==> src/sv/prl_pkg.sv <==
// Shared constants and controller/datapath handshake types for the rate limiter.
package prl_pkg;

    localparam int          SLOTS_DEF  = 8;
    localparam int          DATA_W     = 32;
    localparam int          SLOT_OUT_W = 3;
    localparam logic [31:0] TTL_RESET  = 32'd60000;

    // Commands from the controller to the datapath.
    typedef struct packed {
        logic start;
        logic scan;
        logic finish;
    } t_cmd;

    // Status from the datapath to the controller.
    typedef struct packed {
        logic done;
        logic out_free;
    } t_sts;

endpackage

==> src/sv/prl_req_if.sv <==
// Request channel: client address, current time and minimum interval.
interface prl_req_if;
    logic                        valid;
    logic                        ready;
    logic [prl_pkg::DATA_W-1:0] client_addr;
    logic [prl_pkg::DATA_W-1:0] now_ms;
    logic [prl_pkg::DATA_W-1:0] min_interval_ms;

    modport source (output valid, output client_addr, output now_ms,
                    output min_interval_ms, input ready);
    modport sink   (input valid, input client_addr, input now_ms,
                    input min_interval_ms, output ready);
endinterface

==> src/sv/prl_rsp_if.sv <==
// Response channel: limit decision and slot index.
interface prl_rsp_if;
    logic                            valid;
    logic                            ready;
    logic                            limited;
    logic [prl_pkg::SLOT_OUT_W-1:0] slot_used;

    modport source (output valid, output limited, output slot_used, input ready);
    modport sink   (input valid, input limited, input slot_used, output ready);
endinterface

==> src/sv/prl_cfg_if.sv <==
// Configuration write channel carrying the idle timeout.
interface prl_cfg_if;
    logic                        valid;
    logic                        ready;
    logic [prl_pkg::DATA_W-1:0] data;

    modport source (output valid, output data, input ready);
    modport sink   (input valid, input data, output ready);
endinterface

==> src/sv/prl_ram.sv <==
// Generic single-write, single-read RAM with registered read data.
module prl_ram #(
    parameter int WIDTH = 64,
    parameter int DEPTH = prl_pkg::SLOTS_DEF
) (
    input  logic                                  i_clk,
    input  logic                                  i_we,
    input  logic [((DEPTH > 1) ? $clog2(DEPTH) : 1)-1:0] i_waddr,
    input  logic [WIDTH-1:0]                      i_wdata,
    input  logic                                  i_re,
    input  logic [((DEPTH > 1) ? $clog2(DEPTH) : 1)-1:0] i_raddr,
    output logic [WIDTH-1:0]                      o_rdata
);

    logic [WIDTH-1:0] r_mem [DEPTH];
    logic [WIDTH-1:0] r_rdata;

    always_ff @(posedge i_clk) begin
        if (i_we) begin
            r_mem[i_waddr] <= i_wdata;
        end
        if (i_re) begin
            r_rdata <= r_mem[i_raddr];
        end
    end

    assign o_rdata = r_rdata;

endmodule

==> src/sv/prl_ctrl.sv <==
// Controller state machine: accept, scan the slot table, then commit the result.
module prl_ctrl (
    input  logic          i_clk,
    input  logic          i_rst_n,
    input  logic          i_in_valid,
    output logic          o_in_ready,
    input  prl_pkg::t_sts i_sts,
    output prl_pkg::t_cmd o_cmd
);

    localparam logic [1:0] S_IDLE = 2'd0;
    localparam logic [1:0] S_SCAN = 2'd1;
    localparam logic [1:0] S_FIN  = 2'd2;

    logic [1:0] r_state;
    logic [1:0] n_state;

    always_comb begin
        n_state      = r_state;
        o_cmd        = '0;
        o_in_ready   = 1'b0;
        unique case (r_state)
            S_IDLE: begin
                o_in_ready = 1'b1;
                if (i_in_valid) begin
                    o_cmd.start = 1'b1;
                    n_state     = S_SCAN;
                end
            end
            S_SCAN: begin
                o_cmd.scan = 1'b1;
                if (i_sts.done) begin
                    n_state = S_FIN;
                end
            end
            S_FIN: begin
                // Wait for the output register to drain before committing.
                if (i_sts.out_free) begin
                    o_cmd.finish = 1'b1;
                    n_state      = S_IDLE;
                end
            end
            default: begin
                n_state = S_IDLE;
            end
        endcase
    end

    always_ff @(posedge i_clk) begin
        if (!i_rst_n) begin
            r_state <= S_IDLE;
        end else begin
            r_state <= n_state;
        end
    end

endmodule

==> src/sv/prl_dp.sv <==
// Datapath: slot table, scan tracking, interval test and output register.
module prl_dp #(
    parameter int SLOTS = prl_pkg::SLOTS_DEF
) (
    input  logic                           i_clk,
    input  logic                           i_rst_n,
    input  prl_pkg::t_cmd                  i_cmd,
    output prl_pkg::t_sts                  o_sts,
    input  logic [prl_pkg::DATA_W-1:0]     i_client_addr,
    input  logic [prl_pkg::DATA_W-1:0]     i_now_ms,
    input  logic [prl_pkg::DATA_W-1:0]     i_min_interval_ms,
    input  logic                           i_cfg_we,
    input  logic [prl_pkg::DATA_W-1:0]     i_cfg_data,
    input  logic                           i_rsp_ready,
    output logic                           o_rsp_valid,
    output logic                           o_limited,
    output logic [prl_pkg::SLOT_OUT_W-1:0] o_slot_used
);

    localparam int DW  = prl_pkg::DATA_W;
    localparam int SW  = prl_pkg::SLOT_OUT_W;
    localparam int IW  = (SLOTS > 1) ? $clog2(SLOTS) : 1;
    localparam int CW  = IW + 1;
    localparam logic [CW-1:0] CNT_END  = CW'(SLOTS);
    localparam logic [IW-1:0] IDX_LAST = IW'(SLOTS - 1);

    // Request and configuration registers.
    logic [DW-1:0] r_ttl;
    logic [DW-1:0] r_addr;
    logic [DW-1:0] r_now;
    logic [DW-1:0] r_ivl;

    // Scan pipeline: read issue counter and the slot being checked.
    logic [CW-1:0] r_rd_cnt;
    logic          r_ck_vld;
    logic [IW-1:0] r_ck_idx;
    logic          r_ck_slot_v;

    // Scan results.
    logic          r_hit;
    logic [IW-1:0] r_hit_idx;
    logic [DW-1:0] r_tgt_time;
    logic [IW-1:0] r_old_idx;
    logic [DW-1:0] r_old_time;
    logic          r_free_found;
    logic [IW-1:0] r_free_idx;

    logic [SLOTS-1:0] r_slot_vld;

    logic          r_out_vld;
    logic          r_out_lim;
    logic [SW-1:0] r_out_slot;

    logic            rd_en;
    logic [IW-1:0]   rd_idx;
    logic [2*DW-1:0] rd_data;
    logic [DW-1:0]   ck_addr;
    logic [DW-1:0]   ck_time;
    logic [DW-1:0]   ck_age;
    logic            ck_expired;
    logic [DW-1:0]   pa;
    logic [DW-1:0]   pt;
    logic            ck_match;
    logic            ck_act;

    logic [IW-1:0]   fin_idx;
    logic [DW-1:0]   fin_time;
    logic [DW-1:0]   fin_age;
    logic            fin_lim;
    logic [DW-1:0]   fin_new_time;
    logic [IW+SW-1:0] fin_idx_ext;

    assign rd_en  = i_cmd.scan && (r_rd_cnt < CNT_END);
    assign rd_idx = r_rd_cnt[IW-1:0];

    prl_ram #(
        .WIDTH (2 * DW),
        .DEPTH (SLOTS)
    ) u_ram (
        .i_clk   (i_clk),
        .i_we    (i_cmd.finish),
        .i_waddr (fin_idx),
        .i_wdata ({r_addr, fin_new_time}),
        .i_re    (rd_en),
        .i_raddr (rd_idx),
        .o_rdata (rd_data)
    );

    // A slot that was never written, or was freed, reads as free with time zero.
    assign ck_addr    = r_ck_slot_v ? rd_data[2*DW-1:DW] : '0;
    assign ck_time    = r_ck_slot_v ? rd_data[DW-1:0]    : '0;
    assign ck_age     = r_now - ck_time;
    assign ck_expired = (ck_addr != '0) && (ck_age > r_ttl);
    assign pa         = ck_expired ? '0 : ck_addr;
    assign pt         = ck_expired ? '0 : ck_time;
    assign ck_match   = (pa == r_addr);
    assign ck_act     = i_cmd.scan && r_ck_vld;

    assign o_sts.done     = ck_act && (ck_match || (r_ck_idx == IDX_LAST));
    assign o_sts.out_free = !r_out_vld || i_rsp_ready;

    // Final decision: the matched slot, else the first free, else the oldest.
    always_comb begin
        if (r_hit) begin
            fin_idx  = r_hit_idx;
            fin_time = r_tgt_time;
        end else if (r_free_found) begin
            fin_idx  = r_free_idx;
            fin_time = '0;
        end else begin
            fin_idx  = r_old_idx;
            fin_time = '0;
        end
    end

    assign fin_age      = r_now - fin_time;
    assign fin_lim      = fin_age < r_ivl;
    assign fin_new_time = fin_lim ? fin_time : r_now;
    assign fin_idx_ext  = {{SW{1'b0}}, fin_idx};

    // Control state.
    always_ff @(posedge i_clk) begin
        if (!i_rst_n) begin
            r_ttl        <= prl_pkg::TTL_RESET;
            r_rd_cnt     <= '0;
            r_ck_vld     <= 1'b0;
            r_hit        <= 1'b0;
            r_free_found <= 1'b0;
            r_slot_vld   <= '0;
            r_out_vld    <= 1'b0;
        end else begin
            if (i_cfg_we) begin
                r_ttl <= i_cfg_data;
            end
            if (i_cmd.start) begin
                r_rd_cnt     <= '0;
                r_ck_vld     <= 1'b0;
                r_hit        <= 1'b0;
                r_free_found <= 1'b0;
            end
            if (i_cmd.scan) begin
                r_ck_vld <= rd_en;
                if (rd_en) begin
                    r_rd_cnt <= r_rd_cnt + CW'(1);
                end
            end
            if (ck_act) begin
                if (ck_expired) begin
                    r_slot_vld[r_ck_idx] <= 1'b0;
                end
                if (ck_match) begin
                    r_hit <= 1'b1;
                end else if ((pa == '0) && !r_free_found) begin
                    r_free_found <= 1'b1;
                end
            end
            if (i_cmd.finish) begin
                r_slot_vld[fin_idx] <= 1'b1;
            end
            if (i_cmd.finish) begin
                r_out_vld <= 1'b1;
            end else if (i_rsp_ready) begin
                r_out_vld <= 1'b0;
            end
        end
    end

    // Payload registers.
    always_ff @(posedge i_clk) begin
        if (i_cmd.start) begin
            r_addr <= i_client_addr;
            r_now  <= i_now_ms;
            r_ivl  <= i_min_interval_ms;
        end
        if (rd_en) begin
            r_ck_idx    <= rd_idx;
            r_ck_slot_v <= r_slot_vld[rd_idx];
        end
        if (ck_act) begin
            if (ck_match) begin
                r_hit_idx  <= r_ck_idx;
                r_tgt_time <= pt;
            end else begin
                if ((r_ck_idx == '0) || (pt < r_old_time)) begin
                    r_old_idx  <= r_ck_idx;
                    r_old_time <= pt;
                end
                if ((pa == '0) && !r_free_found) begin
                    r_free_idx <= r_ck_idx;
                end
            end
        end
        if (i_cmd.finish) begin
            r_out_lim  <= fin_lim;
            r_out_slot <= fin_idx_ext[SW-1:0];
        end
    end

    assign o_rsp_valid = r_out_vld;
    assign o_limited   = r_out_lim;
    assign o_slot_used = r_out_slot;

endmodule

==> src/sv/per_client_rate_limiter.sv <==
// Top level of the per-client minimum-interval rate limiter.
//
// Each request beat carries a client address, the current millisecond time and a minimum
// interval, and produces exactly one response beat saying whether the request is limited
// and which table slot served it. The table holds SLOTS entries of address and last
// accepted time in a small RAM that is read one slot per cycle during the scan. A request
// is accepted, then its slots are read from the RAM, whose read data is registered, and
// checked in order up to the first match (at most SLOTS slots), and then the result is
// committed. The commit waits while the previous response beat is still held in the
// output register, so a stalled receiver delays it. During the scan, occupied slots idle
// longer than the timeout are freed, and on a miss the client takes the first free slot
// or else the slot with the oldest stored time. The result sits in an output register,
// so a new request is taken as soon as the previous one has been committed, even while
// its response still waits. Slot valid bits are cleared by reset, so the table starts
// empty with no clearing pass. The timeout register is written through the
// configuration channel, which is always ready; it should only be written while no
// request is in flight.
module per_client_rate_limiter #(
    parameter int SLOTS = prl_pkg::SLOTS_DEF
) (
    input  logic      i_clk,
    input  logic      i_rst_n,
    prl_req_if.sink   i_req,
    prl_rsp_if.source o_rsp,
    prl_cfg_if.sink   i_cfg
);

    prl_pkg::t_cmd cmd;
    prl_pkg::t_sts sts;

    // The timeout register takes a write on any cycle.
    assign i_cfg.ready = 1'b1;

    prl_ctrl u_ctrl (
        .i_clk      (i_clk),
        .i_rst_n    (i_rst_n),
        .i_in_valid (i_req.valid),
        .o_in_ready (i_req.ready),
        .i_sts      (sts),
        .o_cmd      (cmd)
    );

    prl_dp #(
        .SLOTS (SLOTS)
    ) u_dp (
        .i_clk             (i_clk),
        .i_rst_n           (i_rst_n),
        .i_cmd             (cmd),
        .o_sts             (sts),
        .i_client_addr     (i_req.client_addr),
        .i_now_ms          (i_req.now_ms),
        .i_min_interval_ms (i_req.min_interval_ms),
        .i_cfg_we          (i_cfg.valid),
        .i_cfg_data        (i_cfg.data),
        .i_rsp_ready       (o_rsp.ready),
        .o_rsp_valid       (o_rsp.valid),
        .o_limited         (o_rsp.limited),
        .o_slot_used       (o_rsp.slot_used)
    );

endmodule

==> src/flat_wrapper.sv <==
// flat-port wrapper written by rule: the top's interface ports become plain ports
module per_client_rate_limiter_flat 
#(
    parameter int SLOTS = prl_pkg::SLOTS_DEF
)
  (i_clk, i_rst_n, i_req_valid, i_req_client_addr, i_req_now_ms, i_req_min_interval_ms, i_req_ready, o_rsp_valid, o_rsp_limited, o_rsp_slot_used, o_rsp_ready, i_cfg_valid, i_cfg_data, i_cfg_ready);
  prl_req_if i_req_i ();
  prl_rsp_if o_rsp_i ();
  prl_cfg_if i_cfg_i ();
  input  logic i_clk;
  input  logic i_rst_n;
  input wire logic [$bits(i_req_i.valid)-1:0] i_req_valid;
  input wire logic [$bits(i_req_i.client_addr)-1:0] i_req_client_addr;
  input wire logic [$bits(i_req_i.now_ms)-1:0] i_req_now_ms;
  input wire logic [$bits(i_req_i.min_interval_ms)-1:0] i_req_min_interval_ms;
  output wire logic [$bits(i_req_i.ready)-1:0] i_req_ready;
  output wire logic [$bits(o_rsp_i.valid)-1:0] o_rsp_valid;
  output wire logic [$bits(o_rsp_i.limited)-1:0] o_rsp_limited;
  output wire logic [$bits(o_rsp_i.slot_used)-1:0] o_rsp_slot_used;
  input wire logic [$bits(o_rsp_i.ready)-1:0] o_rsp_ready;
  input wire logic [$bits(i_cfg_i.valid)-1:0] i_cfg_valid;
  input wire logic [$bits(i_cfg_i.data)-1:0] i_cfg_data;
  output wire logic [$bits(i_cfg_i.ready)-1:0] i_cfg_ready;
  assign i_req_i.valid = i_req_valid;
  assign i_req_i.client_addr = i_req_client_addr;
  assign i_req_i.now_ms = i_req_now_ms;
  assign i_req_i.min_interval_ms = i_req_min_interval_ms;
  assign i_req_ready = i_req_i.ready;
  assign o_rsp_valid = o_rsp_i.valid;
  assign o_rsp_limited = o_rsp_i.limited;
  assign o_rsp_slot_used = o_rsp_i.slot_used;
  assign o_rsp_i.ready = o_rsp_ready;
  assign i_cfg_i.valid = i_cfg_valid;
  assign i_cfg_i.data = i_cfg_data;
  assign i_cfg_ready = i_cfg_i.ready;
  per_client_rate_limiter #(.SLOTS(SLOTS)) u_core (.i_clk(i_clk), .i_rst_n(i_rst_n), .i_req(i_req_i), .o_rsp(o_rsp_i), .i_cfg(i_cfg_i));
endmodule
==> config.mk <==
export PLATFORM = sky130hd
export DESIGN_NAME = per_client_rate_limiter_flat
export DESIGN_NICKNAME = d
export VERILOG_FILES = /design/src/sv/prl_pkg.sv /design/src/sv/prl_req_if.sv /design/src/sv/prl_rsp_if.sv /design/src/sv/prl_cfg_if.sv /design/src/sv/prl_ram.sv /design/src/sv/prl_ctrl.sv /design/src/sv/prl_dp.sv /design/src/sv/per_client_rate_limiter.sv /design/src/flat_wrapper.sv
export SDC_FILE = /design/constraint.sdc
export NUM_CORES = 1
export LEC_CHECK = 0
export ABC_AREA = 1
export BUFFER_PORTS_ARGS = -buffer_cell sky130_fd_sc_hd__buf_2
export CAP_MARGIN = 20
export CORE_MARGIN = 2
export CORE_UTILIZATION = 50
export CTS_CLUSTER_DIAMETER = 60
export DETAILED_ROUTE_END_ITERATION = 10
export PLACE_DENSITY = 0.74
export REMOVE_ABC_BUFFERS = 1
export SETUP_SLACK_MARGIN = 0.15
export SYNTH_ARGS = -nofsm -noshare
export SYNTH_HDL_FRONTEND = slang
export SYNTH_SLANG_ARGS = --single-unit
==> constraint.sdc <==
create_clock -name i_clk -period 15.6 [get_ports i_clk]
set_input_delay 2.34 -clock i_clk [delete_from_list [all_inputs] [get_ports i_clk]]
set_output_delay 2.34 -clock i_clk [all_outputs]
set_load 0.02 [all_outputs]
==> impl_metrics.ini, run 1 <==
[placement]
place_congestion = 0.9081
dp_hpwl_um = 51380
numPortBuffers = 138

[hold_path]
hold_end = u_core.u_dp.r_ttl[3]$_SDFFE_PN0P_
hp-class = reg2reg
hold_depth = 2
min_from = u_core.u_dp.r_ttl[3]$_SDFFE_PN0P_

[logic_synthesis]
synth_top_area_share_pct = 62.88
ys_warn_count = 0
ys_ff_latch = 803
synth_area_per_cell_um2 = 11.15
synth-edff-count = 753
syn-cell-area_um2 = 35960
netlist_instances = 3224
synth_commonest_cells = edfxtp_1 (753), nor2_1 (580), nand2_1 (392)
ys_types = 41
synth_top_area_cell = edfxtp_1
synth_async_sr_flop_share_pct = 0
yosysSeqAreaShare_pct = 65.67
synthFlopType = edfxtp_1
synth.most_common_cell = edfxtp_1
ys_top_cells_by_area = edfxtp_1 (63%), nor2_1 (6.1%), ha_1 (5.5%)

[critical_path]
critPathRequiredTime_ns = 15.90
crit_arrival_ns = 8.01
max_stage_delay_ns = 0.48
cp-startpoint = u_core.u_dp.r_ck_slot_v$_DFFE_PP_
critical_path.slowest_cell = a21oi_4
path_common_cell = nand2_1
worst_r2r_endpoint = u_core.u_dp.r_old_time[23]$_DFFE_PP_
worst-setup-path-type = reg2reg
r2r_slack_ns = 7.89
r2r_cells = 41
r2r_start = u_core.u_dp.r_ck_slot_v$_DFFE_PP_
startpoint_type = flip-flop
path_max_fanout = 56
cp-end-kind = flip-flop

[layout]
antenna_cells = 0
area_delta_synth_final_pct = 12.42
fin_nets = 3640
drive_gt1_share_pct = 9.488

[cts]
clock-root-buffer = clkbuf_16
cts.repair.resized = 0
numCtsBuffers = 83
cts_setup_buffers = 0
clockBufferDepth = 3
path_clk_slew_ns = 0.06
clock-sinks = 803
cts_tree = built
htree_levels = 3
clk_latency_ns = 0.64
cts_hold_buf = 0

[power_and_ir_drop]
ir_drop_uv = 132.5
p_int_mw = 3.748
combPwrFrac_pct = 12.3
swShare_pct = 25.72
p_clk_share_pct = 38.6
p_sw_mw = 1.298
power.leakage_nw = 15.12
powerDensity_nw_per_um2 = 124.8
pwr-share-seq_pct = 49.1
power_mw = 5.046

[timing]
min_period_ns = 7.708
rsz0062_at_grt = false
hold_viol = 0
finalSetupViolCount = 0
finalCritPeriodShare_pct = 49.41
finalClockSkew_ns = 0.02788
worstMarginPinSlew_ns = 1.104
finalMaxSlewViolations = 0
clock.fmax_mhz = 129.7
final.setup.tns_ns = 0
relSlewSlack_pct = 25.63

[floorplan]
coreArea_um2 = 71360
dieArea_um2 = 74080
start_util_pct = 50.39
num_rows = 98
io_pins = 140
die_h_um = 272.2
die_w_um = 272.2

[routing]
drt-pass1-iter-count = 5
vias_per_cell = 5.569
wl_per_cell_um = 19.19
detail-route-antenna-nets = 0
drc_errors = 0
drt-total-wl_um = 83780
num_vias = 24307
drt_iter0_markers = 2542

[outcome]
status = complete, no violations

[global_route]
grt_usage_pct = 22.25
grt_pass1_wl_um = 128100
grt_start_max_net_pins = 151
antenna_found_initial = 0
overflow = 0
grt_pass1_vias = 23338

[job]
cap_violations = 0
metal layers:
metal  global-route usage, %  vias up  share of wire, %
li1                        -    11635                 -
met1                   31.12    11616                43
met2                   36.38      922                47
met3                   3.244      134               7.3
met4                   6.391        0               2.5
met5                       0        -                 0
critical path: cells and delay by family (launching register included):
family / cells / cell delay [ns]
AO/OA/AOI/OAI: 10 / 2.08
XOR/XNOR: 1 / 0.15
buffers and inverters: 8 / 1.81
flip-flops: 1 / 0.34
AND/OR/NAND/NOR: 18 / 1.76
adder cells (fa/ha/maj): 4 / 1.12
sequential cells by signal (all words and copies together), names as in the netlist, 2 cells and up:
signal	cells
u_core.u_dp.r_now	32
u_core.u_dp.r_slot_vld	8
u_core.u_dp.o_slot_used	3
u_core.u_dp.r_old_idx	3
u_core.u_dp.r_hit_idx	3
u_core.u_dp.u_ram.o_rdata	64
u_core.u_dp.r_tgt_time	32
u_core.u_dp.u_ram.r_mem	512
u_core.u_dp.r_ivl	32
u_core.u_dp.r_addr	32
u_core.u_dp.r_old_time	32
u_core.u_dp.r_ck_idx	3
u_core.u_dp.r_ttl	32
u_core.u_ctrl.r_state	2
u_core.u_dp.r_rd_cnt	4
u_core.u_dp.r_free_idx	3
worst max-delay path by stage:
stage / endpoint / depth (start not counted) / slack [ns]
6_report: u_core.u_dp.r_old_time[23]$_DFFE_PP_ / 41 / 7.89
5_1_grt: u_core.u_dp.r_old_time[21]$_DFFE_PP_ / 41 / 7.14
3_3_place_gp: u_core.u_dp.r_old_time[24]$_DFFE_PP_ / 41 / 7.97
4_1_cts: u_core.u_dp.r_old_time[19]$_DFFE_PP_ / 41 / 7.85
3_5_place_dp: u_core.u_dp.r_old_time[26]$_DFFE_PP_ / 41 / 7.90
2_1_floorplan: u_core.u_dp.r_ck_slot_v$_DFFE_PP_ / 5 / 4.92
power groups by stage:
stage               clock network, mW  logic (mW)  registers, mW
floorplan                           0       0.418           2.52
global placement                    0       0.592           2.52
detailed placement                  0       0.606           2.52
CTS                              1.98       0.611           2.48
global route                     2.06       0.699           2.48
finish                           1.95       0.619           2.48
final cells by class:
cell class              instances  area, um2
flip-flops and latches        803      23620
multi-input cells            2028      10900
fillers                      5828      30940
repair buffers                176       1041
clock buffers                 101       2216
inverters                     255      968.4
clock inverters                52      490.5
well taps                     950       1189
logic make-up after synthesis:
logic type / Yosys count / synth area share, %
other: 1 / 0.01043
buffers and inverters: 393 / 4.252
AO/OA/AOI/OAI: 716 / 10.83
XOR/XNOR: 70 / 1.705
AND/OR/NAND/NOR: 1081 / 11.93
flip-flops: 803 / 65.67
adder cells (fa/ha/maj): 160 / 5.609
layout by cell type (no fill, tap or decap), types with 5 or more instances in the layout:
master     count
o21a_1         7
nor2_1       571
dfxtp_1       48
bufinv_16      5
xnor2_1       14
nand2_1      390
inv_1        251
nand3_1       34
a31oi_1       71
nor3_1        16
nor2_4         9
clkinv_8       5
o21bai_1       6
xor2_1        56
o21ai_0      364
nand3b_1      17
edfxtp_1     753
clkinv_1      14
clkbuf_1      12
o221ai_1       6
ha_1         158
a21oi_1      166
clkbuf_16     84
o211ai_1       6
a211oi_1      10
buf_2        138
nand4_1       37
clkbuf_4       8
buf_4         26
o22ai_1       65
clkbuf_8       5
clkinv_2      18
stage by stage:
| stage | instances | hold WS, ns | worst slack, ns | utilization [%] | instance area, um2 |
|---|---|---|---|---|---|
| 3_3_place_gp | 4201 | 0.4528 | 7.969 | 52.66 | 37580 |
| 5_1_grt | 4365 | 0.5047 | 7.145 | 56.65 | 40430 |
| 3_5_place_dp | 4201 | 0.4599 | 7.905 | 52.66 | 37580 |
| 4_1_cts | 4354 | 0.4691 | 7.850 | 56.46 | 40290 |
| 6_report | 4365 | 0.4698 | 7.892 | 56.65 | 40430 |
| 2_1_floorplan | 3086 | 0.4347 | 4.915 | - | 35390 |
No activity file was read; power rests on OpenSTA's default activity.
==> run 2, diff against run 1 <==
==> constraint.sdc (replaced) <==
create_clock -name i_clk -period 7.25 [get_ports i_clk]
set_input_delay 1.0875 -clock i_clk [delete_from_list [all_inputs] [get_ports i_clk]]
set_output_delay 1.0875 -clock i_clk [all_outputs]
set_load 0.02 [all_outputs]
==> run 2 against run 1 <==
Effect of this change:
- sequential share of layout area fell by 0.15 points
- clock power rose by 110%
- via count rose by 0.29%
- clock-buffer cell count rose by 15
- register-to-register slack got worse by 7.1 ns
- power rose by 110%
- sequential cell count did not move
- critical path depth fell by 3
==> impl_metrics.ini, run 2 (synthesis results as in run 1) <==
[cts]
clk_latency_ns = 0.64
numCtsBuffers = 82
path_clk_slew_ns = 0.06
cts_tree = built
clock-sinks = 803
htree_levels = 3
clockBufferDepth = 3
clock-root-buffer = clkbuf_16
cts_hold_buf = 0

[timing]
clock.fmax_mhz = 153.9
min_period_ns = 6.498
finalSetupViolCount = 0
hold_viol = 0
finalCritPeriodShare_pct = 89.62
whs_ns = 0.4712
finalClockSkew_ns = 0.03629
rsz0062_at_grt = false
worstMarginPinSlew_ns = 1.204
relSlewSlack_pct = 18.86
finalMaxSlewViolations = 0

[power_and_ir_drop]
swShare_pct = 25.20
combPwrFrac_pct = 12.6
p_clk_share_pct = 38.2
p_int_mw = 8.102
powerDensity_nw_per_um2 = 267.3
power.leakage_nw = 15.17
p_sw_mw = 2.730
ir_drop_uv = 226.1
pwr-share-seq_pct = 49.2

[layout]
multi_input_comb_area_um2 = 10920
antenna_cells = 0
area_delta_synth_final_pct = 12.70
final_cell_mix = edfxtp_1 (753), nor2_1 (571), nand2_1 (390), o21ai_0 (364), inv_1 (251)
seq_area_um2 = 23620
drive_gt1_share_pct = 9.638
final_common_cell = edfxtp_1
fin_nets = 3653
top_register = u_core.u_dp.u_ram.r_mem
largest_reg_flops = 512
post-route-cell-area_um2 = 40530
n_fill_cell = 5781

[floorplan]
die_h_um = 272.2
num_rows = 98
start_util_pct = 50.39
coreArea_um2 = 71360
io_pins = 140
die_w_um = 272.2
dieArea_um2 = 74080

[routing]
drc_errors = 0
drt-pass1-iter-count = 6
drt-total-wl_um = 84000
num_vias = 24377
drt_iter0_markers = 2616
detail-route-antenna-nets = 0
wl_per_cell_um = 19.20
vias_per_cell = 5.573

[critical_path]
cp-end-kind = flip-flop
max_stage_delay_ns = 0.46
path_max_fanout = 15
startpoint_type = flip-flop
path_common_cell = nand2_1
r2r_slack_ns = 0.75
worst-setup-path-type = reg2reg
crit_arrival_ns = 6.81
critPathRequiredTime_ns = 7.57
critical_path.slowest_cell = edfxtp_1

[job]
cap_violations = 0

[placement]
numPortBuffers = 138
place_congestion = 0.9193
placed_area_um2 = 37740
dp_hpwl_um = 51740

[global_route]
grt_start_max_net_pins = 108
grt_pass1_wl_um = 128800
antenna_found_initial = 0
overflow = 0
grt_pass1_vias = 23023
grt_usage_pct = 22.41

[hold_path]
hp-class = reg2reg

[outcome]
status = complete, no violations
## run 2: power groups by stage
stage               clock (mW)  combinational (mW)  sequential (mW)
detailed placement           0                1.34             5.43
CTS                       4.20                1.35             5.33
floorplan                    0               0.898             5.42
global route              4.38                1.54             5.34
global placement             0                1.31             5.42
finish                    4.14                1.36             5.33
## run 2: timing repair
action / CTS / global route
resized for setup: 0 / 2
buffers inserted: 0 / 4
setup endpoints to repair: 0 / 70
## run 2: worst paths after layout
| check | startpoint | endpoint | cells past startpoint |
|---|---|---|---|
| min reg2reg | u_core.u_dp.r_ttl[3]$_SDFFE_PN0P_ | u_core.u_dp.r_ttl[3]$_SDFFE_PN0P_ | 2 |
| max | u_core.u_dp.r_ck_slot_v$_DFFE_PP_ | u_core.u_dp.r_old_time[30]$_DFFE_PP_ | 38 |
| max reg2reg | u_core.u_dp.r_ck_slot_v$_DFFE_PP_ | u_core.u_dp.r_old_time[30]$_DFFE_PP_ | 38 |
| min | u_core.u_dp.r_ttl[3]$_SDFFE_PN0P_ | u_core.u_dp.r_ttl[3]$_SDFFE_PN0P_ | 2 |
## run 2: cell type report
| cell class | count | share of cell area, % |
|---|---|---|
| timing repair buffer | 189 | 2.890 |
| clock inverter | 32 | 0.7935 |
| clock buffer | 116 | 5.764 |
| multi-input combinational | 2029 | 26.95 |
| tap | 950 | 2.933 |
| inverter | 255 | 2.390 |
| sequential | 803 | 58.28 |
## run 2: per-stage QoR
step	TNS, ns	instances	worst slack, ns	util [%]	total power, mW
global placement	0	4216	0.4144	52.84	6.732
detailed placement	0	4217	0.2909	52.88	6.762
finish	0	4374	0.7524	56.79	10.83
CTS	0	4365	0.2204	56.60	10.88
floorplan	-288.25	3086	-3.435	-	6.317
global route	0	4374	0.1956	56.79	11.25
## run 2: per-layer routing
metal,GRT usage (%),wire (um),vias up
met5,0,0,-
met4,6.912,2245,0
met3,3.138,5654,141
met2,36.39,39670,890
met1,31.47,36430,11676
li1,-,-,11670
## run 2: critical path: cells and delay by family (launching register included)
family,cells,cell delay (ns)
DFF,1,0.46
xor gates and xnor gates,1,0.16
and+or+nand+nor,19,2.02
AOI/OAI and AO/OA,9,1.69
buffers and inverters,5,0.68
adders and majority gates,4,1.16
